===== src/rtl/assert_macros.svh =====
// assertion macros shared by the magma cipher rtl
// no dependencies; define ASSERT_OFF to compile the checks out
`ifndef ASSERT_MACROS_SVH
`define ASSERT_MACROS_SVH
`ifndef ASSERT_OFF
// clocked check, disabled while reset is asserted
`define ASSERT_RST(label, prop) \
  label: assert property (@(posedge clk_i) disable iff (!rst_ni) (prop)) \
    else $error("magma assertion failed");
// clocked check that also runs during reset
`define ASSERT_ALWAYS(label, prop) \
  label: assert property (@(posedge clk_i) (prop)) \
    else $error("magma assertion failed");
`else
`define ASSERT_RST(label, prop)
`define ASSERT_ALWAYS(label, prop)
`endif
`endif


===== src/rtl/magma_pkg.sv =====
// shared types, constants, s-boxes and round function of the magma cipher
// no dependencies
package magma_pkg;

  localparam int unsigned NumRounds    = 32;
  localparam int unsigned KeyWords     = 8;
  localparam int unsigned KeyIdxW      = $clog2(KeyWords);
  localparam int unsigned CfgAddrW     = 4;
  localparam int unsigned HalfW        = 32;
  localparam int unsigned BlockW       = 2 * HalfW;
  localparam int unsigned RotLeft      = 11;
  localparam int unsigned RotRight     = 21;
  localparam int unsigned FwdRoundsEnc = 24;
  localparam int unsigned FwdRoundsDec = 8;

  localparam logic ModeEncrypt = 1'b0;
  localparam logic ModeDecrypt = 1'b1;

  typedef logic [HalfW-1:0] half_t;
  typedef half_t [KeyWords-1:0] key_sched_t;
  typedef logic [3:0] nib_t;

  typedef struct packed {
    logic  mode;
    half_t hi;
    half_t lo;
  } stage_t;

  // box n works on nibble n, box 0 on the lowest nibble
  localparam nib_t SBOX [KeyWords][16] = '{
    '{4'd12, 4'd4, 4'd6, 4'd2, 4'd10, 4'd5, 4'd11, 4'd9,
      4'd14, 4'd8, 4'd13, 4'd7, 4'd0, 4'd3, 4'd15, 4'd1},
    '{4'd6, 4'd8, 4'd2, 4'd3, 4'd9, 4'd10, 4'd5, 4'd12,
      4'd1, 4'd14, 4'd4, 4'd7, 4'd11, 4'd13, 4'd0, 4'd15},
    '{4'd11, 4'd3, 4'd5, 4'd8, 4'd2, 4'd15, 4'd10, 4'd13,
      4'd14, 4'd1, 4'd7, 4'd4, 4'd12, 4'd9, 4'd6, 4'd0},
    '{4'd12, 4'd8, 4'd2, 4'd1, 4'd13, 4'd4, 4'd15, 4'd6,
      4'd7, 4'd0, 4'd10, 4'd5, 4'd3, 4'd14, 4'd9, 4'd11},
    '{4'd7, 4'd15, 4'd5, 4'd10, 4'd8, 4'd1, 4'd6, 4'd13,
      4'd0, 4'd9, 4'd3, 4'd14, 4'd11, 4'd4, 4'd2, 4'd12},
    '{4'd5, 4'd13, 4'd15, 4'd6, 4'd9, 4'd2, 4'd12, 4'd10,
      4'd11, 4'd7, 4'd8, 4'd1, 4'd4, 4'd3, 4'd14, 4'd0},
    '{4'd8, 4'd14, 4'd2, 4'd5, 4'd6, 4'd9, 4'd1, 4'd12,
      4'd15, 4'd4, 4'd11, 4'd0, 4'd13, 4'd10, 4'd3, 4'd7},
    '{4'd1, 4'd7, 4'd14, 4'd13, 4'd0, 4'd5, 4'd8, 4'd3,
      4'd4, 4'd15, 4'd10, 4'd6, 4'd9, 4'd12, 4'd11, 4'd2}
  };

  // key add, s-box layer, rotate left
  function automatic half_t round_f(half_t half, half_t key);
    half_t sum;
    half_t sub;
    sum = half + key;
    for (int n = 0; n < KeyWords; n++) begin
      sub[4*n +: 4] = SBOX[n][sum[4*n +: 4]];
    end
    return {sub[HalfW-1-RotLeft:0], sub[HalfW-1:RotRight]};
  endfunction

  // key word used by a round; the reverse run counts 7 down to 0
  function automatic logic [KeyIdxW-1:0] key_sel(int unsigned rnd, logic mode);
    int unsigned         fwd;
    logic [KeyIdxW-1:0]  idx;
    fwd = (mode == ModeDecrypt) ? FwdRoundsDec : FwdRoundsEnc;
    idx = rnd[KeyIdxW-1:0];
    if (rnd >= fwd) begin
      idx = ~idx;
    end
    return idx;
  endfunction

endpackage


===== src/rtl/magma_round.sv =====
// one registered feistel round of the magma cipher with its valid bit
// depends on magma_pkg
module magma_round import magma_pkg::*; (
  input  logic   clk_i,
  input  logic   rst_ni,
  input  logic   valid_i,
  output logic   ready_o,
  input  stage_t data_i,
  input  half_t  key_enc_i,
  input  half_t  key_dec_i,
  output logic   valid_o,
  input  logic   ready_i,
  output stage_t data_o
);

  logic   valid_q;
  logic   valid_d;
  stage_t data_q;
  stage_t data_d;
  half_t  key;

  // stage takes a new word when empty or when its content moves on
  assign ready_o = !valid_q || ready_i;
  assign key     = (data_i.mode == ModeDecrypt) ? key_dec_i : key_enc_i;

  always_comb begin
    valid_d = valid_q;
    data_d  = data_q;
    if (ready_o) begin
      valid_d     = valid_i;
      data_d.mode = data_i.mode;
      data_d.hi   = data_i.lo;
      data_d.lo   = data_i.hi ^ round_f(data_i.lo, key);
    end
  end

  always_ff @(posedge clk_i or negedge rst_ni) begin
    if (!rst_ni) begin
      valid_q <= 1'b0;
    end else begin
      valid_q <= valid_d;
    end
  end

  always_ff @(posedge clk_i) begin
    data_q <= data_d;
  end

  assign valid_o = valid_q;
  assign data_o  = data_q;

endmodule


===== config.mk =====
export PLATFORM = sky130hd
export DESIGN_NAME = magma_round
export DESIGN_NICKNAME = d
export VERILOG_FILES = /design/src/rtl/assert_macros.svh /design/src/rtl/magma_pkg.sv /design/src/rtl/magma_round.sv
export SDC_FILE = /design/constraint.sdc
export NUM_CORES = 1
export LEC_CHECK = 0
export BUFFER_PORTS_ARGS = -buffer_cell sky130_fd_sc_hd__buf_2
export CORE_MARGIN = 1.5
export CORE_UTILIZATION = 48
export CTS_CLUSTER_DIAMETER = 120
export DETAILED_ROUTE_END_ITERATION = 8
export PLACE_DENSITY = 0.76
export SYNTH_ARGS = -nofsm -noshare
export SYNTH_HDL_FRONTEND = slang
export SYNTH_SLANG_ARGS = --single-unit

===== constraint.sdc =====
create_clock -name clk_i -period 7.3 [get_ports clk_i]
set_input_delay 1.095 -clock clk_i [delete_from_list [all_inputs] [get_ports clk_i]]
set_output_delay 1.095 -clock clk_i [all_outputs]
set_load 0.005 [all_outputs]

## Yosys cells after proc, flatten, opt, wreduce, memory -nomap -nowiden

Memories as Yosys holds them, arrays and structs flattened.
Index checks and enable logic that the tools add are counted.

| word-level totals | value |
|---|---|
| flip-flop bits (word level) | 66 |
| output and inout bits | 67 |
| bits of input ports | 133 |
| memories kept | 8 |
| word-level logic and storage cells | 49 |
| ROM bits | 512 |

Memory list:

| memory | depth | bits a word | read ports | clocked after memory_dff | wr ports | line | RTL |
|---|---|---|---|---|---|---|---|
| (no name shown) | 16 | 4 | 1 | 0 | 0 | magma_pkg.sv:55 | `sub[4*n +: 4] = SBOX[n][sum[4*n +: 4]];` |
| (no name shown) | 16 | 4 | 1 | 0 | 0 | magma_pkg.sv:55 |  |
| (no name shown) | 16 | 4 | 1 | 0 | 0 | magma_pkg.sv:55 |  |
| (no name shown) | 16 | 4 | 1 | 0 | 0 | magma_pkg.sv:55 |  |
| (no name shown) | 16 | 4 | 1 | 0 | 0 | magma_pkg.sv:55 |  |
| (no name shown) | 16 | 4 | 1 | 0 | 0 | magma_pkg.sv:55 |  |
| 2 more memories | -- | -- | -- | -- | -- | -- |  |

| operators by class | value |
|---|---|
| add/subtract/negate cells | 1 |
| mux-type cells | 17 |
| reductions and logical operators | 2 |
| bitwise operators | 9 |
| $lt $le $gt $ge | 8 |

Operators with widths:

| kind | number |
|---|---|
| 4-bit 2-to-1 mux | 16 |
| 5-bit >= comparator (second input constant) | 8 |
| 4-bit NOT with 5-bit output | 8 |
| 32-bit adder | 1 |
| 32-bit 2-to-1 mux | 1 |
| 32-bit XOR | 1 |
| 1-bit logical NOT | 1 |
| 1-bit logical OR | 1 |

## Depth between registers and ports, before layout

| logic depth | value |
|---|---|
| word-level depth | 7 |
| depth in mapped cells | 18 |
| mapped depth without buffers | 16 |

## Worst setup path after synthesis

Ideal clock, no wire load.

| timing path | value |
|---|---|
| kind | input to register |
| start | input port data_i[64] (netlist name) |
| end | register data_q (netlist bit data_o[28]), data pin |
| buffers on the path | 2 |
| stages on the path | 15 |
| data required time | 7.042 ns |
| arrival | 4.834 ns |
| setup time | 0.258 ns |
| slack | 2.208 ns |
| cells stage by stage | clkbuf_1 clkbuf_1 mux2_2 ha_1 a21o_1 a211o_1 o2111a_1 or3_1 o22a_1 xor2_1 inv_1 ha_1 mux2_1 mux2i_1 xnor2_1 |

| on the way | value |
|---|---|
| longest elaborated chain between the ends | 7 |

RTL lines:

| what | line | RTL |
|---|---|---|
| start, declared | magma_round.sv:8 | `input stage_t data_i,` |
| 32-bit 2-to-1 mux | magma_round.sv:24 | `assign key = (data_i.mode == ModeDecrypt) ? key_dec_i : key_enc_i;` |
| 32-bit adder | magma_pkg.sv:53 | `sum = half + key;` |
| 4-bit NOT with 5-bit output (implied by the code) | magma_pkg.sv:55 |  |
| memory read 16 x 4 bit | -- |  |
| 4-bit 2-to-1 mux (implied by the code) (2 in series) | magma_pkg.sv:55 |  |
| 32-bit XOR | magma_round.sv:33 | `data_d.lo = data_i.hi ^ round_f(data_i.lo, key);` |
| end signal, assigned | magma_round.sv:46 | `data_q <= data_d;` |
| end, declared | magma_round.sv:18 | `stage_t data_q;` |

No other way between the ends. The select of a mux whose other input is x is not followed.
A chain may end at the register's enable or synchronous reset.

## Worst setup path after layout

| timing path | value |
|---|---|
| start | input port data_i[64] (netlist name) |
| end | register data_q (netlist bit data_o[5]), data pin |

The elaborated chain is that of the path after synthesis.

==> results by group <==
Clock tree
  – Post-CTS Setup Bufs: 0
  – Root Buffer: clkbuf_16
  – Post-CTS sizing: 0
  – Worst-path clk slew: 0.05 ns
  – H-tree depth: 3
  – CTS Sinks: 66
  – # hold bufs at CTS: 0
  – TritonCTS clock tree: yes
  – CTS max path bufs: 2
  – TritonCTS buffer count: 9
  – Worst-Skew Late Latency: 0.34 ns

Place
  – Input/output buffers: 199
  – Placed cell area: 0.00737 mm²
  – Pre-CTS WS: 1.66 ns
  – Detailed Place HPWL: 12400 µm
  – Routability congestion estimate: 0.867

Power
  – Power Density: 246 mW/mm²
  – Leakage power: 3.46 nW
  – Peak supply drop: 0.118 mV
  – Pwr Total: 1.87 mW

Yosys
  – Post-Syn Instances: 581
  – Syn_area_per_cell: 10.8 µm²
  – FFs w/ async S/R, synth: 1.52%
  – Post-synth EDFFs: 65
  – Ys Warns: 0
  – Yosys cell types: 85
  – Seq/Total Area, Yosys: 31.6%
  – Most common flop cell mapped by yosys: edfxtp_1
  – Seq cells post-synth: 66
  – Post-Syn Nets: 782
  – Mapped cell area: 0.00625 mm²

Timing
  – Fin. max-slew vios: 0
  – Fin worst setup slack: 1.99 ns
  – Fin Setup TNS: 0 ns
  – Worst-Margin Slew: 1.04 ns
  – Tcrit/Tclk final: 72.7%
  – Post-layout min period: 5.31 ns
  – Final hold violations: 0
  – Setup violators final: 0
  – Fmax: 188 MHz
  – Slew HR: 30.3%
  – Final Skew: 0.00529 ns
  – RSZ-0062 raised after global routing: no

Layout
  – Post-layout net count: 977
  – # diodes: 0
  – Synth-to-Final Area Change: 21.8%
  – Core Util, Final: 60.1%
  – Most common cell after layout, fill and taps aside: buf_2
  – Design Area, Final: 0.00762 mm²
  – Share of cells above drive strength 1: 36.4%
  – Commonest cells after routing, fill and taps aside: buf_2 (199), ha_1 (67), edfxtp_1 (65), inv_1 (36), a21oi_1 (33)

Detailed routing
  – Drt initial violations: 280
  – Via count: 5316
  – Remaining antenna violation count: 0
  – First-pass DRT Iterations: 5
  – DR vias/cell: 5.58
  – DRC Markers: 0
  – Drt wl/cell: 16.1 µm
  – Drt total wl: 15300 µm

GRT
  – Pin count of the biggest net entering global routing: 44
  – Remaining Overflow, GRT: 0
  – Vias in the first global route: 5257
  – Global-route wire length before repair: 24100 µm
  – GRT Total Usage: 22.5%
  – Initial antenna violation count: 0

Critical path
  – Critical Path AT: 5.40 ns
  – Slowest-stage cell, CP: nor3_1
  – R2r setup slk: 5.64 ns
  – Crit start category: input pin
  – WS Path Type: input pin to register
  – Crit-path cells: buf_2 > mux2_2 > ha_1 > a21o_1 > a211o_1 > o2111ai_1 > a21oi_1 > o2111a_1 > nor3_1 > nand2b_1 > or4b_1 > a21oi_2 > xor2_1
  – Crit end category: register
  – CP peak stage delay: 0.79 ns
  – Reg2Reg Depth: 2
  – R2r startpoint: valid_o
  – Peak fanout along the critical path: 33
  – FF-to-FF End: data_o[21]
  – Req. time, crit path: 7.39 ns

Die
  – Die height: 117 µm
  – Starting density of the core: 49.4%
  – Row Count: 41
  – Die area: 0.0137 mm²
  – # IOs: 200
  – Die X: 117 µm
  – Core Region: 0.0127 mm²

Hold path
  – Min-Delay Path Class: input pin to async pin

Status
  – Status: finished clean

Job
  – MaxCap Viol Count: 0
-- power by group --
group          internal [mW]  switching [mW]
registers              0.547          0.0226
logic                  0.424           0.500
clock network          0.223           0.155
-- logic make-up after synthesis --
group / synth area share [%]
compound gates: 19.6
mux: 12.3
fa+ha+maj: 13.7
xor+xnor: 8.52
buf+inv: 3.96
simple gates: 10.3
flops: 31.6
-- through the flow --
step | instances | hold slack (ns)
final | 952 | 0.517
after global placement | 937 | 0.792
after global routing | 952 | 0.513
after floorplan | 581 | 0.799
after detailed placement | 937 | 0.821
after CTS | 952 | 0.508
-- worst max-delay path by stage --
stage | slack, ns | startpoint | to
finish | 1.99 | data_i[64] | data_o[5]
global route | 1.64 | data_i[64] | data_o[5]
CTS | 2.02 | data_i[64] | data_o[5]
detailed placement | 1.66 | data_i[64] | data_o[5]
global placement | 1.76 | data_i[64] | data_o[5]
floorplan | 2.21 | data_i[64] | data_o[28]
-- area by class of cell --
class,count,area [µm²]
sequential,66,1980
tap,172,215
inverter,36,135
multi-input combinational,463,4040
clock buffer,10,229
fill,1079,5050
timing repair buffer,200,1000
clock inverter,5,22.5
-- cells in the mapped netlist, types with 3 or more instances --
| master | count | area [µm²] |
|---|---|---|
| nor3_1 | 9 | 45.0 |
| ha_1 | 67 | 838 |
| o2111ai_1 | 3 | 26.3 |
| xnor2_1 | 28 | 245 |
| nor2_1 | 31 | 116 |
| nor4_1 | 3 | 18.8 |
| a211oi_1 | 12 | 90.1 |
| o211ai_1 | 8 | 60.1 |
| mux4_2 | 7 | 158 |
| a31oi_1 | 5 | 31.3 |
| inv_1 | 36 | 135 |
| o31a_1 | 3 | 26.3 |
| nand2_1 | 25 | 93.8 |
| a311o_1 | 4 | 40.0 |
| mux2_2 | 32 | 360 |
| mux2i_1 | 23 | 230 |
| xor2_1 | 26 | 228 |
| nand3_1 | 10 | 50.1 |
| a21oi_1 | 33 | 165 |
| nand2b_1 | 7 | 43.8 |
| edfxtp_1 | 65 | 1950 |
| o2111a_1 | 3 | 33.8 |
| buf_6 | 5 | 56.3 |
| or3_1 | 4 | 25.0 |
| and3_2 | 3 | 22.5 |
| and4_1 | 3 | 26.3 |
| nor2b_1 | 4 | 25.0 |
| nand4_1 | 3 | 18.8 |
| a21o_1 | 19 | 143 |
| a211o_1 | 4 | 35.0 |
| o21ai_0 | 21 | 105 |
| clkbuf_1 | 7 | 26.3 |
| o21bai_1 | 4 | 30.0 |
-- registers in the layout, summed over array words and instances, names as in the netlist --
| signal | cells |
|---|---|
| data_o | 65 |
| valid_o | 1 |
-- layer usage --
layer	vias to the layer above	track usage [%]	routed length (µm)
met5	-	0	0
met4	0	10.5	380
met3	30	3.50	812
met2	173	40.6	7760
met1	2521	26.0	6380
li1	2592	-	-
-- critical path: cells and delay by family --
| family | cells | cell delay [ns] |
|---|---|---|
| AND/OR/NAND/NOR | 3 | 1.46 |
| AO/OA/AOI/OAI | 6 | 1.39 |
| buffers and inverters | 1 | 0.62 |
| multiplexers | 1 | 0.41 |
| adder cells (fa/ha/maj) | 1 | 0.33 |
| XOR/XNOR | 1 | 0.08 |
Power figures use the tool's default switching activity.
