### src/rtl/assert_macros.svh
// assertion macros shared by the magma cipher rtl
// no dependencies; define ASSERT_OFF to compile the checks out
`ifndef ASSERT_MACROS_SVH
`define ASSERT_MACROS_SVH
`ifndef ASSERT_OFF
// clocked check, disabled while reset is asserted
`define ASSERT_RST(label, prop) \
  label: assert property (@(posedge clk_i) disable iff (!rst_ni) (prop)) \
    else $error("magma assertion failed");
// clocked check that also runs during reset
`define ASSERT_ALWAYS(label, prop) \
  label: assert property (@(posedge clk_i) (prop)) \
    else $error("magma assertion failed");
`else
`define ASSERT_RST(label, prop)
`define ASSERT_ALWAYS(label, prop)
`endif
`endif

### src/rtl/magma_pkg.sv
// shared types, constants, s-boxes and round function of the magma cipher
// no dependencies
package magma_pkg;

  localparam int unsigned NumRounds    = 32;
  localparam int unsigned KeyWords     = 8;
  localparam int unsigned KeyIdxW      = $clog2(KeyWords);
  localparam int unsigned CfgAddrW     = 4;
  localparam int unsigned HalfW        = 32;
  localparam int unsigned BlockW       = 2 * HalfW;
  localparam int unsigned RotLeft      = 11;
  localparam int unsigned RotRight     = 21;
  localparam int unsigned FwdRoundsEnc = 24;
  localparam int unsigned FwdRoundsDec = 8;

  localparam logic ModeEncrypt = 1'b0;
  localparam logic ModeDecrypt = 1'b1;

  typedef logic [HalfW-1:0] half_t;
  typedef half_t [KeyWords-1:0] key_sched_t;
  typedef logic [3:0] nib_t;

  typedef struct packed {
    logic  mode;
    half_t hi;
    half_t lo;
  } stage_t;

  // box n works on nibble n, box 0 on the lowest nibble
  localparam nib_t SBOX [KeyWords][16] = '{
    '{4'd12, 4'd4, 4'd6, 4'd2, 4'd10, 4'd5, 4'd11, 4'd9,
      4'd14, 4'd8, 4'd13, 4'd7, 4'd0, 4'd3, 4'd15, 4'd1},
    '{4'd6, 4'd8, 4'd2, 4'd3, 4'd9, 4'd10, 4'd5, 4'd12,
      4'd1, 4'd14, 4'd4, 4'd7, 4'd11, 4'd13, 4'd0, 4'd15},
    '{4'd11, 4'd3, 4'd5, 4'd8, 4'd2, 4'd15, 4'd10, 4'd13,
      4'd14, 4'd1, 4'd7, 4'd4, 4'd12, 4'd9, 4'd6, 4'd0},
    '{4'd12, 4'd8, 4'd2, 4'd1, 4'd13, 4'd4, 4'd15, 4'd6,
      4'd7, 4'd0, 4'd10, 4'd5, 4'd3, 4'd14, 4'd9, 4'd11},
    '{4'd7, 4'd15, 4'd5, 4'd10, 4'd8, 4'd1, 4'd6, 4'd13,
      4'd0, 4'd9, 4'd3, 4'd14, 4'd11, 4'd4, 4'd2, 4'd12},
    '{4'd5, 4'd13, 4'd15, 4'd6, 4'd9, 4'd2, 4'd12, 4'd10,
      4'd11, 4'd7, 4'd8, 4'd1, 4'd4, 4'd3, 4'd14, 4'd0},
    '{4'd8, 4'd14, 4'd2, 4'd5, 4'd6, 4'd9, 4'd1, 4'd12,
      4'd15, 4'd4, 4'd11, 4'd0, 4'd13, 4'd10, 4'd3, 4'd7},
    '{4'd1, 4'd7, 4'd14, 4'd13, 4'd0, 4'd5, 4'd8, 4'd3,
      4'd4, 4'd15, 4'd10, 4'd6, 4'd9, 4'd12, 4'd11, 4'd2}
  };

  // key add, s-box layer, rotate left
  function automatic half_t round_f(half_t half, half_t key);
    half_t sum;
    half_t sub;
    sum = half + key;
    for (int n = 0; n < KeyWords; n++) begin
      sub[4*n +: 4] = SBOX[n][sum[4*n +: 4]];
    end
    return {sub[HalfW-1-RotLeft:0], sub[HalfW-1:RotRight]};
  endfunction

  // key word used by a round; the reverse run counts 7 down to 0
  function automatic logic [KeyIdxW-1:0] key_sel(int unsigned rnd, logic mode);
    int unsigned         fwd;
    logic [KeyIdxW-1:0]  idx;
    fwd = (mode == ModeDecrypt) ? FwdRoundsDec : FwdRoundsEnc;
    idx = rnd[KeyIdxW-1:0];
    if (rnd >= fwd) begin
      idx = ~idx;
    end
    return idx;
  endfunction

endpackage

### src/rtl/magma_key_regs.sv
// round key register file of the magma cipher, written through the config port
// depends on magma_pkg
module magma_key_regs import magma_pkg::*; (
  input  logic                clk_i,
  input  logic                rst_ni,
  input  logic                cfg_we_i,
  input  logic [CfgAddrW-1:0] cfg_addr_i,
  input  half_t               cfg_wdata_i,
  output key_sched_t          keys_o
);

  key_sched_t key_q;
  key_sched_t key_d;

  always_comb begin
    key_d = key_q;
    // indexes past the last key word are dropped
    if (cfg_we_i && (cfg_addr_i < CfgAddrW'(KeyWords))) begin
      key_d[cfg_addr_i[KeyIdxW-1:0]] = cfg_wdata_i;
    end
  end

  always_ff @(posedge clk_i or negedge rst_ni) begin
    if (!rst_ni) begin
      key_q <= '0;
    end else begin
      key_q <= key_d;
    end
  end

  assign keys_o = key_q;

endmodule

### config.mk
export PLATFORM = sky130hd
export DESIGN_NAME = magma_key_regs
export DESIGN_NICKNAME = d
export VERILOG_FILES = /design/src/rtl/assert_macros.svh /design/src/rtl/magma_pkg.sv /design/src/rtl/magma_key_regs.sv
export SDC_FILE = /design/constraint.sdc
export NUM_CORES = 1
export LEC_CHECK = 0
export BUFFER_PORTS_ARGS = -buffer_cell sky130_fd_sc_hd__buf_2
export CORE_ASPECT_RATIO = 1.25
export CORE_MARGIN = 2
export CORE_UTILIZATION = 48
export DETAILED_ROUTE_END_ITERATION = 6
export PLACE_DENSITY = 0.72
export SYNTH_ARGS = -nofsm -noshare
export SYNTH_HDL_FRONTEND = slang
export SYNTH_SLANG_ARGS = --single-unit
export TNS_END_PERCENT = 10
### constraint.sdc
create_clock -name clk_i -period 2.16 [get_ports clk_i]
set_input_delay 0.108 -clock clk_i [delete_from_list [all_inputs] [get_ports clk_i]]
set_output_delay 0.108 -clock clk_i [all_outputs]
set_load 0.01 [all_outputs]
# Word-level counts from Yosys, hierarchy flattened
# Cells that the tools add are included.
# W data, S select, Z words.
dict set report totals {
  regBits 256
  inputBits 39
  out_inout_bits 256
  word_cells 16
}
dict set report op_classes {
  order_cmp 3
  mux 3
  n_reduce_logical 2
}
# operator n
set op_table {}
lappend op_table {{$bwmux W256} 1}
lappend op_table {{$demux W32 S3} 1}
lappend op_table {{$mux W32} 1}
lappend op_table {{$lt A3 B4 Y1 const B} 1}
lappend op_table {{$lt A4 B4 Y1 const B} 1}
lappend op_table {{$ge A3 B1 Y1 const B} 1}
lappend op_table {{$logic_and A1 B1 Y1} 2}

# Logic depth before layout (Yosys ltp)
# Gate-level depths: netlist (run 1).
dict set report depth {
  depth_word 5
  ltp_mapped 5
  mapped_depth_nobuf 3
}

# Worst setup path after synthesis (run 1)
# OpenSTA, ideal clock, no wires.
dict set report synth_path {
  path_kind {input to register}
  from {input cfg_addr_i[3]}
  to {register key_q, in the netlist keys_o[33]}
  setup_time_ps 125
  arrival_time_ps 1208
  required_ps 2035
  setup_slack_ps 827
  stages 4
  path_buffers 2
  cell_sequence {or4_1 > buf_2 > buf_6 > mux2_4}
}
dict set report synth_via {
  elab_chain_cells 2
}
# element line
set synth_lines {}
lappend synth_lines {{start, declared} magma_key_regs.sv:7} ;# input logic [CfgAddrW-1:0] cfg_addr_i,
lappend synth_lines {{$lt A4 B4 Y1} magma_key_regs.sv:18} ;# if (cfg_we_i && (cfg_addr_i < CfgAddrW'(KeyWords))) begin
lappend synth_lines {{$logic_and A1 B1 Y1} magma_key_regs.sv:18}
lappend synth_lines {{end signal, assigned} magma_key_regs.sv:27} ;# key_q <= key_d;
lappend synth_lines {{end, declared} magma_key_regs.sv:12} ;# key_sched_t key_q;
# No other way between the ends.
# A chain may end at the register's enable or synchronous reset.

# Worst setup path in the final report (run 1)
dict set report layout_path {
  from {input cfg_addr_i[3]}
  to {register key_q, in the netlist keys_o[53]}
}
# Same word-level chain as after synthesis.

==> run metrics, run 1 <==
status complete, no violations; IO buf count 294; WL per Instance 20.6 um; fillers 1472; VDD IR-drop max 0.775 mV; largest net degree at the start of global routing 67; max FFs per register 256; vias in the first global route 6489; slew margin rel. 0.577; Via-to-Cell Ratio 5.16; worst slew pin tran 0.635 ns; Pleak 6.34 nW; fin. max-slew vios 0; DP Cell Count 1098; RSZ-0062 raised after global routing no; Vias 6063; diode count 0; Syn-to-layout area delta 31.5%; largest area contributor in the netlist dfrtp_1; number of max-cap violations 0; slowest CP cell or4_2; Placer Congestion 0.787; CTS tree built; Row Count 57; worst skew pair latency 0.51 ns; chip height 162 um; f_max 805 MHz; period utilization 0.575; Setup Fix Bufs, Post-CTS 0; initial antenna violation count 0; crit end category register; Post-synth ARST share 1.00; Die W 131 um; H-tree depth 1; most instantiated cells after synthesis dfrtp_1 (256), mux2_2 (218), mux2_4 (30); Crit Path Max Fanout 32; dominant cells by area after synthesis dfrtp_1 (66%), mux2_2 (25%), mux2_4 (4.7%), buf_2 (1.1%), mux2_1 (0.93%); initial core utilization 0.493; final setup vio count 0; yosys warns 0; CP Cell Sequence buf_2, or4_2, buf_4, mux2_4; Max stage delay on crit path 0.67 ns; Max Buffers Root-to-Sink 3; Yosys reg bits 256; post-synth net total 593; hold_ws 0.102 ns; final WL 24300 um; die area 21200 um2; Req. time, crit path 2.54 ns; worst min-delay path class in2async; CTS buffer count 25; DP HPWL 15800 um; Syn Inst Count 554; Synth Area per Inst 17.4 um2; wire length of the first global-routing pass 37200 um; Pre-antenna DRT Iters 4; most frequent cell after synthesis dfrtp_1; drt drc 0; Worst-path clk slew 0.06 ns; post-synthesis sequential area ratio 0.665; Synth Flop Type dfrtp_1; post-synthesis cell type count 15; Routed Antenna Nets 0; Worst Setup Start Kind input pin; Iter 0 DRT Violations 239; core box area 19500 um2; arrival time worst endpoint 1.63 ns; Clock Sinks 256; num ports 295; pwr/cell area 1110 nW/um2; share of post-route cells with drive strength above 1 0.660; fin cells 1176; root buffer cell clkbuf_16; Fin. Hold Viols 0; EDFF count, synth 0; clk_skew 0 ns; min Tclk post-route 1.24 ns; setup TNS 0 ns; WS Path Type in2reg; Synth Cell Area 9640 um2; nets 932; GRT overflow 0; GRT Total Usage 0.228; area share of the leading cell type in the synthesized netlist 0.665
[through the flow]
step	instance area, um2	total power [mW]	worst slack (ns)	util
finish	12700	14.1	0.917	0.648
global placement	11500	9.75	0.425	0.590
CTS	12700	14.2	0.937	0.648
detailed placement	11500	9.88	0.403	0.590
floorplan	9640	8.14	0.827	-
global route	12700	14.8	0.895	0.648
[per-layer routing]
layer  up-vias  share of wire  track usage
met5         -              0            0
met4         0          0.033       0.0788
met3        61          0.078       0.0618
met2       260           0.48        0.379
met1      3103           0.41        0.289
li1       2639              -            -
[power breakdown]
| group | total (mW) | internal (mW) | leakage (nW) | switching [mW] |
|---|---|---|---|---|
| clock | 4.25 | 2.48 | 0.390 | 1.77 |
| sequential | 6.49 | 5.91 | 3.14 | 0.581 |
| combinational | 3.34 | 1.71 | 2.81 | 1.63 |
[path summary, 6_finish.rpt]
path                               start          end  slack [ns]  cells after the start
min                               rst_ni  keys_o[227]        0.10                      2
max                        cfg_addr_i[3]   keys_o[53]        0.92                      4
min reg2reg                  keys_o[114]  keys_o[114]        0.49                      1
max reg2reg                  keys_o[146]  keys_o[146]        1.34                      1
min in group clk_i         cfg_addr_i[1]  keys_o[166]        0.26                      4
max in group asynchronous         rst_ni  keys_o[212]        1.37                      3
[cells by family (layout without fill, tap and decap cells)]
family / count (synthesis) / in the layout / synth area share
muxes: 256 / 256 / 0.311
DFF: 256 / 256 / 0.665
and+or+nand+nor: 14 / 14 / 0.00844
buffers and inverters: 28 / 385 / 0.0161
[repair_timing]
action	CTS	global route
gates resized for setup	0	0
hold endpoints to repair	512	0
hold buffers	33	0
endpoints found under the setup margin	0	0
[critical path: cells and delay by family]
kind	cells	cell delay, ns
buffers and inverters	2	0.46
muxes	1	0.37
and+or+nand+nor	1	0.67
[layout make-up]
type	instances	area, um2	area share
clock buffer	35	693	0.0547
timing repair buffer	340	2020	0.160
multi-input combinational	270	3110	0.245
tap	265	332	0.0262
clock inverter	10	109	0.00859
sequential	256	6410	0.506
[cells in the final DEF, fill, tap and decap left out, types with 2 or more instances in the layout]
| cell type | netlist | routed |
|---|---|---|
| clkinvlp_4 | 0 | 2 |
| bufinv_16 | 0 | 2 |
| buf_4 | 0 | 4 |
| clkinv_2 | 0 | 5 |
| nand2b_2 | 0 | 3 |
| buf_2 | 22 | 293 |
| dlygate4sd3_1 | 0 | 33 |
| clkbuf_16 | 0 | 25 |
| dfrtp_1 | 256 | 256 |
| nor2_4 | 0 | 2 |
| mux2_4 | 30 | 30 |
| clkbuf_8 | 0 | 3 |
| buf_12 | 0 | 9 |
| mux2_1 | 8 | 8 |
| mux2_2 | 218 | 218 |
| clkbuf_1 | 3 | 7 |
(Power assumes the default switching activity.)
==> inputs of run 2 (changes only) <==
clock period = 1.3 ns   (was 2.16 ns; I/O delays follow)
==> run 2 against run 1 <==
Net effect: combinational power up 67%; worst setup slack worse by 0.77 ns; power up 71%; largest cell class unchanged; sequential share of layout area down 1.3 points; non-clock buffer count up 22; critical path type is now reg2out; critical endpoint is now keys_o[173]; final cell count up 1.7%; via count up 1.5%; final area up 2.6%; worst hold slack worse by 0.038 ns.
==> run metrics, run 2 (synthesized netlist as in run 1, its figures left out) <==
CTS tree built (unchanged); status complete, no violations (unchanged); Max stage delay on crit path 0.42 ns (was 0.67 ns); R2R depth 1 (unchanged); Crit Path Max Fanout 2 (was 32); Pleak 6.53 nW (was 6.34 nW); CTS buffer count 25 (unchanged); PostCTS Resize Cnt 0 (unchanged); Crit. Startpoint keys_o[173] (was cfg_addr_i[3]); H-tree depth 1 (unchanged); RSZ-0062 raised after global routing no (unchanged); Worst Setup Start Kind register (was input pin); period utilization 0.884; final WL 24700 um (was 24300 um); Core Util, Final 0.665 (was 0.648); worst slack, placed -0.279 ns (was 0.403 ns); chip height 162 um (unchanged); GRT overflow 0 (unchanged); CP Cell Sequence buf_2 (was buf_2, or4_2, buf_4, mux2_4); die area 21200 um2 (unchanged); share of post-route cells with drive strength above 1 0.670 (was 0.660); initial antenna violation count 0 (unchanged); Crit Reg-Reg Endpoint keys_o[69] (was keys_o[146]); VDD IR-drop max 1.40 mV (was 0.775 mV); dpl cell area 11800 um2 (was 11500 um2); clk_skew 0 ns (unchanged); final setup vio count 0 (unchanged); commonest cells after routing, fill and taps aside buf_2 (293), dfrtp_1 (256), mux2_2 (218), dlygate4sd3_1 (33), mux2_4 (30) (unchanged); nets 954 (was 932); pwr/cell area 1850 nW/um2 (was 1110 nW/um2); Die W 131 um (unchanged); Fin. Hold Viols 0 (unchanged); IO buf count 294 (unchanged); vias in the first global route 6803 (was 6489); worst setup margin 0.151 ns (was 0.917 ns); post-layout instance area 13000 um2 (was 12700 um2); slew margin rel. 0.709 (was 0.577); fin. max-slew vios 0 (unchanged); arrival time worst endpoint 1.08 ns (was 1.63 ns); reg-to-reg setup timing slack 0.48 ns (was 1.34 ns); number of max-cap violations 0 (unchanged); WL per Instance 20.7 um (was 20.6 um); root buffer cell clkbuf_16 (unchanged); WS Path Type reg2out (was in2reg); Vias 6155 (was 6063); fin cells 1196 (was 1176); WP buf/inv 1 (was 2); drt drc 0 (unchanged); worst skew pair latency 0.50 ns (was 0.51 ns); Max Buffers Root-to-Sink 3 (unchanged); Placer Congestion 0.779 (was 0.787); GRT Total Usage 0.233 (was 0.228); crit end category primary output (was register); Clock Sinks 256 (unchanged); f_max 870 MHz; Iter 0 DRT Violations 172 (was 239); Syn-to-layout area delta 34.9% (was 31.5%); worst min-delay path class in2async (unchanged); setup TNS 0 ns (unchanged); Pre-antenna DRT Iters 4 (unchanged); Req. time, crit path 1.24 ns (was 2.54 ns); diode count 0 (unchanged); Worst-path clk slew 0.06 ns (about the same); Power Total 24.1 mW (was 14.1 mW); Routed Antenna Nets 0 (unchanged); commonest non-fill, non-tap cell in the layout buf_2 (unchanged); CP top delay family flip-flops (was simple AND/OR/NAND/NOR gates); DP HPWL 17100 um (was 15800 um); min Tclk post-route 1.15 ns; Reg2Reg Launch Point keys_o[69] (was keys_o[146]); Row Count 57 (unchanged); DP Cell Count 1120 (was 1098); hold_ws 0.0638 ns (was 0.102 ns); largest net degree at the start of global routing 54 (was 67); Via-to-Cell Ratio 5.15 (was 5.16); initial core utilization 0.493 (unchanged); wire length of the first global-routing pass 38000 um (was 37200 um); num ports 295 (unchanged); worst slew pin tran 0.437 ns (was 0.635 ns); slowest CP cell dfrtp_1 (was or4_2); max FFs per register 256 (unchanged); core box area 19500 um2 (unchanged)
run 2: power by group:
part	switching [mW]	total (mW)	internal, mW
clock network	2.95	7.63	4.68
registers	1.02	10.8	9.83
logic	2.69	5.57	2.88
run 2: layer usage:
metal  wire (um)  vias to the layer above  part of all wire  global-route usage
li1            -                     2689                 -                   -
met4         693                        0             0.028              0.0745
met2       12200                      249              0.49               0.398
met1       10100                     3171              0.41               0.294
met5           0                        -                 0                   0
met3        1700                       46             0.069              0.0529
run 2: worst max path at each step:
stage                   to  cells past startpoint
2_1_floorplan   keys_o[33]                      4
3_3_place_gp    keys_o[59]                      4
3_5_place_dp    keys_o[47]                      4
4_1_cts        keys_o[173]                      1
5_1_grt        keys_o[173]                      1
6_report       keys_o[173]                      1
run 2: cell type report:
class | instances | area (um2)
clock buffers | 32 | 682
fillers | 1412 | 6540
repair buffers | 362 | 2290
clock inverters | 11 | 184
multi-input cells | 270 | 3110
well taps | 265 | 332
flip-flops and latches | 256 | 6410
run 2: timing repair:
| action | in CTS | in global routing |
|---|---|---|
| hold buffers | 33 | 0 |
| endpoints found under the hold margin | 512 | 0 |
| buffers inserted | 0 | 0 |
